## config.mk

```make
export PLATFORM = sky130hd
export DESIGN_NAME = ofd_window
export DESIGN_NICKNAME = d
export VERILOG_FILES = /design/src/rtl/assert_macros.svh /design/src/rtl/ofd_pkg.sv /design/src/rtl/ofd_window.sv
export SDC_FILE = /design/constraint.sdc
export NUM_CORES = 1
export LEC_CHECK = 0
export BUFFER_PORTS_ARGS = -buffer_cell sky130_fd_sc_hd__buf_2
export CORE_MARGIN = 2
export CORE_UTILIZATION = 30
export CTS_CLUSTER_SIZE = 16
export DETAILED_ROUTE_END_ITERATION = 10
export PLACE_DENSITY = 0.77
export SLEW_MARGIN = 20
export SYNTH_ARGS = -nofsm -noshare
export SYNTH_HDL_FRONTEND = slang
export SYNTH_SLANG_ARGS = --single-unit
```

## constraint.sdc

```tcl
create_clock -name clock -period 0.9 [get_ports clock]
set_input_delay 0.09 -clock clock [delete_from_list [all_inputs] [get_ports clock]]
set_output_delay 0.09 -clock clock [all_outputs]
set_load 0.05 [all_outputs]
```

## src/rtl/assert_macros.svh

```systemverilog
// assertion macros used by the frontier detector result buffer
`ifndef ASSERT_MACROS_SVH
`define ASSERT_MACROS_SVH
`ifndef SYNTHESIS
`define OFD_ASSERT(lbl, clk, rst, prop) \
   lbl: assert property (@(posedge clk) disable iff (rst) prop) \
      else $error("ofd assertion failed");
`define OFD_ASSERT_ALWAYS(lbl, clk, prop) \
   lbl: assert property (@(posedge clk) prop) \
      else $error("ofd assertion failed");
`else
`define OFD_ASSERT(lbl, clk, rst, prop)
`define OFD_ASSERT_ALWAYS(lbl, clk, prop)
`endif
`endif

```

## src/rtl/ofd_pkg.sv

```systemverilog
// types and constants of the occupancy frontier detector
package ofd_pkg;

   localparam int CELL_W      = 8;
   localparam int COORD_W     = 12;
   localparam int DIM_W       = 13;
   localparam int CSR_INDEX_W = 2;
   localparam int WINDOW_W    = 18;

   localparam logic [CSR_INDEX_W-1:0] CSR_GRID_WIDTH   = 2'd0;
   localparam logic [CSR_INDEX_W-1:0] CSR_GRID_HEIGHT  = 2'd1;
   localparam logic [CSR_INDEX_W-1:0] CSR_OCC_THRESHOLD = 2'd2;

   localparam logic [DIM_W-1:0]         GRID_WIDTH_RESET  = 13'd4096;
   localparam logic [DIM_W-1:0]         GRID_HEIGHT_RESET = 13'd4096;
   localparam logic signed [CELL_W-1:0] THRESHOLD_RESET   = 8'sd100;
   localparam logic signed [CELL_W-1:0] UNKNOWN_VALUE     = -8'sd1;

   localparam int                CENTER_PASSABLE_BIT    = 9;
   localparam logic [WINDOW_W-1:0] NEIGHBOUR_UNKNOWN_MASK = 18'h15455;

   localparam int FIFO_DEPTH = 3;
   localparam int FIFO_PTR_W = 2;
   localparam int FIFO_CNT_W = 2;

   typedef struct packed {
      logic passable;
      logic unknown;
   } cls_type;

   typedef struct packed {
      cls_type upper;
      cls_type middle;
   } entry_type;

   typedef struct packed {
      cls_type            cls;
      logic               emit;
      logic               last;
      logic [COORD_W-1:0] cell_x;
      logic [COORD_W-1:0] cell_y;
   } stage_type;

   typedef struct packed {
      logic [COORD_W-1:0] cell_x;
      logic [COORD_W-1:0] cell_y;
      logic               frontier;
      logic               frame_done;
   } result_type;

endpackage

```

## src/rtl/ofd_window.sv

```systemverilog
// 3x3 class window, frontier test and line store write-back data
module ofd_window
   import ofd_pkg::*;
(
   input  logic       clock,
   input  logic       reset,
   input  logic       s1_valid,
   input  stage_type  s1_item,
   input  entry_type  rd_data,
   output entry_type  wr_data,
   output logic       push,
   output result_type result
);

   logic [WINDOW_W-1:0] window_ff;
   logic [WINDOW_W-1:0] window_in;
   logic [5:0]          column;

   // bits 0-1 lower row, 2-3 middle row, 4-5 upper row
   assign column    = {rd_data.upper, rd_data.middle, s1_item.cls};
   assign window_in = {window_ff[WINDOW_W-7:0], column};

   always_ff @(posedge clock) begin
      if (reset) begin
         window_ff <= '0;
      end else if (s1_valid) begin
         window_ff <= window_in;
      end
   end

   assign wr_data.upper  = rd_data.middle;
   assign wr_data.middle = s1_item.cls;

   assign push              = s1_valid && s1_item.emit;
   assign result.cell_x     = s1_item.cell_x;
   assign result.cell_y     = s1_item.cell_y;
   assign result.frame_done = s1_item.last;
   assign result.frontier   = window_in[CENTER_PASSABLE_BIT]
                              && ((window_in & NEIGHBOUR_UNKNOWN_MASK) != '0);

endmodule

```

### After elaboration in Yosys (flattened, before gate mapping)

Cells that the tools add are included.

* reductions and logical operators: 3

Operators by type and width (number)
* $reduce_bool A18 Y1: 1
* $logic_and A1 B1 Y1: 2

* register bits after elaboration: 11
* input port bits: 35
* output and inout port bits: 31
* word-level logic and storage cells: 4

### Depth between registers and ports, before layout

* word-level depth: 2
* mapped depth: 3

### Worst setup path after synthesis

Ideal clock, no wire load.

* path type: flip-flop to output port
* start point: reg window_ff[4]
* end point: out result[1] (netlist bit)
* data arrival time: 1.143 ns
* required time: 0.810 ns
* path slack: -0.333 ns
* stages on the path, launching flop included: 3
* path through: dfxtp_1 nor4_1 a21boi_1

RTL lines
* start, declared: RTL line ofd_window.sv:15 `logic [WINDOW_W-1:0] window_ff;`
* start signal, assigned: RTL line ofd_window.sv:27 `window_ff <= window_in;`
* end, declared: RTL line ofd_window.sv:12 `output result_type result`

==> results.toml <==
[status]
outcome = "finished, violations left"
violations_in_the_final_reports = "negative setup slack"

[critical_path]
max_stage_delay_ns = 0.33
path_buf_inv = 1
cp_cell_sequence = "nor4_4 > a21boi_4 > buf_6"
worst-endpoint-required_ns = 0.81
worstSetupPathType = "flop to primary output"
critical_path_s_top_delay_family = "flip-flops"
arrival_ns = 1.11
crit_slowest_cell = "sky130_fd_sc_hd__dfxtp_2"
setup.worst_path.start_class = "flop"
worst-path-max-fanout = 2
cp-end-kind = "primary output"

[sta]
min_period_ns = 1.200
rsz0062_at_grt = "yes"
period_share = 1.333
setup_tns_ns = -0.2995
final_hold_viol_count = 0
skew_ns = 0.001504
worst-slew-pin-transition_ns = 0.2647
finalMaxSlewViolations = 0
postLayoutSetupSlackWorst_ns = -0.2995
finalSetupViolCount = 1
clock.fmax_mhz = 833.7
worst_slew_margin_rel = 0.8222

[routing]
route.vias.total = 262
post_drt_wl_per_cell_um = 12.10
average_via_count_per_standard_cell = 4.367
final_routed_drc_violation_total = 0
drtAntennaViolNets = 0
first_iter_violations = 2
route.final.wire_length_um = 726
drt_first_pass_iters = 2

[power]
cellPowerDensity_mw_per_mm2 = 1726
ir_drop_v = 0.0005656
total_leakage_power_nw = 0.2129

[synthesis]
ff_latch_count_synth = 7
yosys-top-cells-area = "sky130_fd_sc_hd__buf_4, sky130_fd_sc_hd__dfxtp_1, sky130_fd_sc_hd__mux2i_1"
yosys.area_share.simple = 0.09391
syn-mean-instance-area_um2 = 8.963
synth_fp_nets = 90
synthesis.instances = 55
synth-edff-count = 0
synth-seq-area-share = 0.2843
library_cell_with_the_highest_instance_count_after_synthesis = "sky130_fd_sc_hd__buf_4"
ys_top_cells_by_count = "sky130_fd_sc_hd__buf_4, sky130_fd_sc_hd__dfxtp_1, sky130_fd_sc_hd__mux2i_1, sky130_fd_sc_hd__nor2_1, sky130_fd_sc_hd__nor4_1"
synth.lib_cells_used.distinct = 8
area_fraction_in_compound_gates_after_synthesis = 0.01523
synthesis.area_um2 = 493.0
post_synth_mux_area_share = 0.1421
synth_top_family_by_area = "buffers and inverters"
synthArstFlopShare = 0
synthDominantAreaCellType = "sky130_fd_sc_hd__buf_4"
synth_fa_ha_area_frac = 0
ys.flop_type = "sky130_fd_sc_hd__dfxtp_1"
netlist.area_leader.share = 0.4416
post_synth_xor_area_fraction = 0
ys_warn_count = 0

[cts]
insertion_delay_ns = 0.25
cts_tree = "built"
cts.sinks = 7
htree_num_levels = 1
cts_hold_repair.buffers = 0
tritoncts.num_buffers = 3
cts.root.buffer_cell = "sky130_fd_sc_hd__clkbuf_4"
ctsLongestPathBuffers = 2
setup_fix_bufs_post_cts = 0
cts.clk_slew.worst_paths_ns = 0.05

[placed_design]
dpl-instance-area_um2 = 422.9
place.gp.congestion = 0.6678
portBuffers = 12

[global_route]
first_pass_grt_wire_length_um = 1021
vias_in_the_first_global_route = 228
grt.overflow.total = 0
grt_max_degree = 8
track_usage = 0.07686
number_of_antenna_violations_at_the_first_check_in_global_routing = 0

[die]
start_util = 0.3235
dieArea_mm2 = 0.001983
core_area_mm2 = 0.001524
chipHeight_um = 44.54
top_level_ports = 66
rows = 14
die-width_um = 44.54

[layout]
top_register = "window_ff"
largestRegisters = "window_ff (7)"
drive_above_1_share = 0.5455
finalNetCount = 80
syn2layout_area_growth_pct = -7.614
largest_register_ffs = 7
num_antenna_cells = 0
post-route-cell-area_um2 = 455.4

[min_path]
worst_hold_path_type = "primary input to flop"

[job]
drv_cap = 0
-- per-layer routing --
metal,global-route usage,part of all wire
met1,0.09091,0.42
met2,0.09275,0.41
met3,0.03673,0.15
met4,0.08485,0.0055
met5,0,0
-- worst reg2reg max path, stage by stage (launching register included) --
cell	delay [ns]
sky130_fd_sc_hd__dfxtp_2	0.33
sky130_fd_sc_hd__buf_4	0.13
sky130_fd_sc_hd__mux2i_1	0.13
sky130_fd_sc_hd__nor2_1	0.05
-- layout make-up --
type / count / area [um^2]
timing repair buffer: 15 / 101.3
sequential: 7 / 142.6
multi-input combinational: 18 / 165.2
tap: 16 / 20.02
clock buffer: 4 / 26.28
fill: 163 / 1069
-- cell usage in the layout, fill, tap and decap left out --
| master | instances |
|---|---|
| sky130_fd_sc_hd__buf_2 | 11 |
| sky130_fd_sc_hd__mux2i_1 | 7 |
| sky130_fd_sc_hd__nor2_1 | 7 |
| sky130_fd_sc_hd__dfxtp_1 | 5 |
| sky130_fd_sc_hd__clkbuf_4 | 3 |
| sky130_fd_sc_hd__nor4_4 | 2 |
| sky130_fd_sc_hd__buf_4 | 2 |
| sky130_fd_sc_hd__dfxtp_2 | 2 |
| sky130_fd_sc_hd__and2_2 | 1 |
| sky130_fd_sc_hd__a21boi_4 | 1 |
| sky130_fd_sc_hd__clkbuf_1 | 1 |
| sky130_fd_sc_hd__buf_6 | 1 |
| sky130_fd_sc_hd__buf_12 | 1 |
-- final timing paths --
kind,slack (ns),end,cells past startpoint,startpoint
setup / recovery,-0.30,result[1],3,window_ff[4]
hold / removal,0.09,window_ff[4],2,reset
setup reg to reg,0.15,window_ff[6],3,window_ff[0]
hold reg to reg,0.49,window_ff[2],2,window_ff[2]
-- metrics by stage --
stage                     utilization  hold WS (ns)  instances  power, mW  worst slack, ns
after floorplan                     -        0.1550         55     0.7669          0.02059
after global placement         0.2775        0.1803         56     0.4986          -0.1091
after detailed placement       0.2775        0.1803         56     0.5022          -0.1199
after CTS                      0.2989       0.07873         60     0.8047          -0.3119
after global routing           0.2989        0.1002         60     0.8338          -0.3492
final                          0.2989       0.09214         60     0.7861          -0.2995
-- cells by family after synthesis --
group / count (synthesis)
compound gates: 1
buf+inv: 30
flops: 7
mux: 7
simple gates: 10
-- power breakdown --
part / internal (mW) / switching, mW
sequential: 0.327 / 0.0125
clock: 0.169 / 0.117
combinational: 0.0705 / 0.0899
-- what timing repair did --
action / in CTS / in global routing
pin swaps: 2 / 0
endpoints found under the setup margin: 1 / 1
resized for setup: 2 / 0
Note: power is estimated with default switching activity, not from simulation.
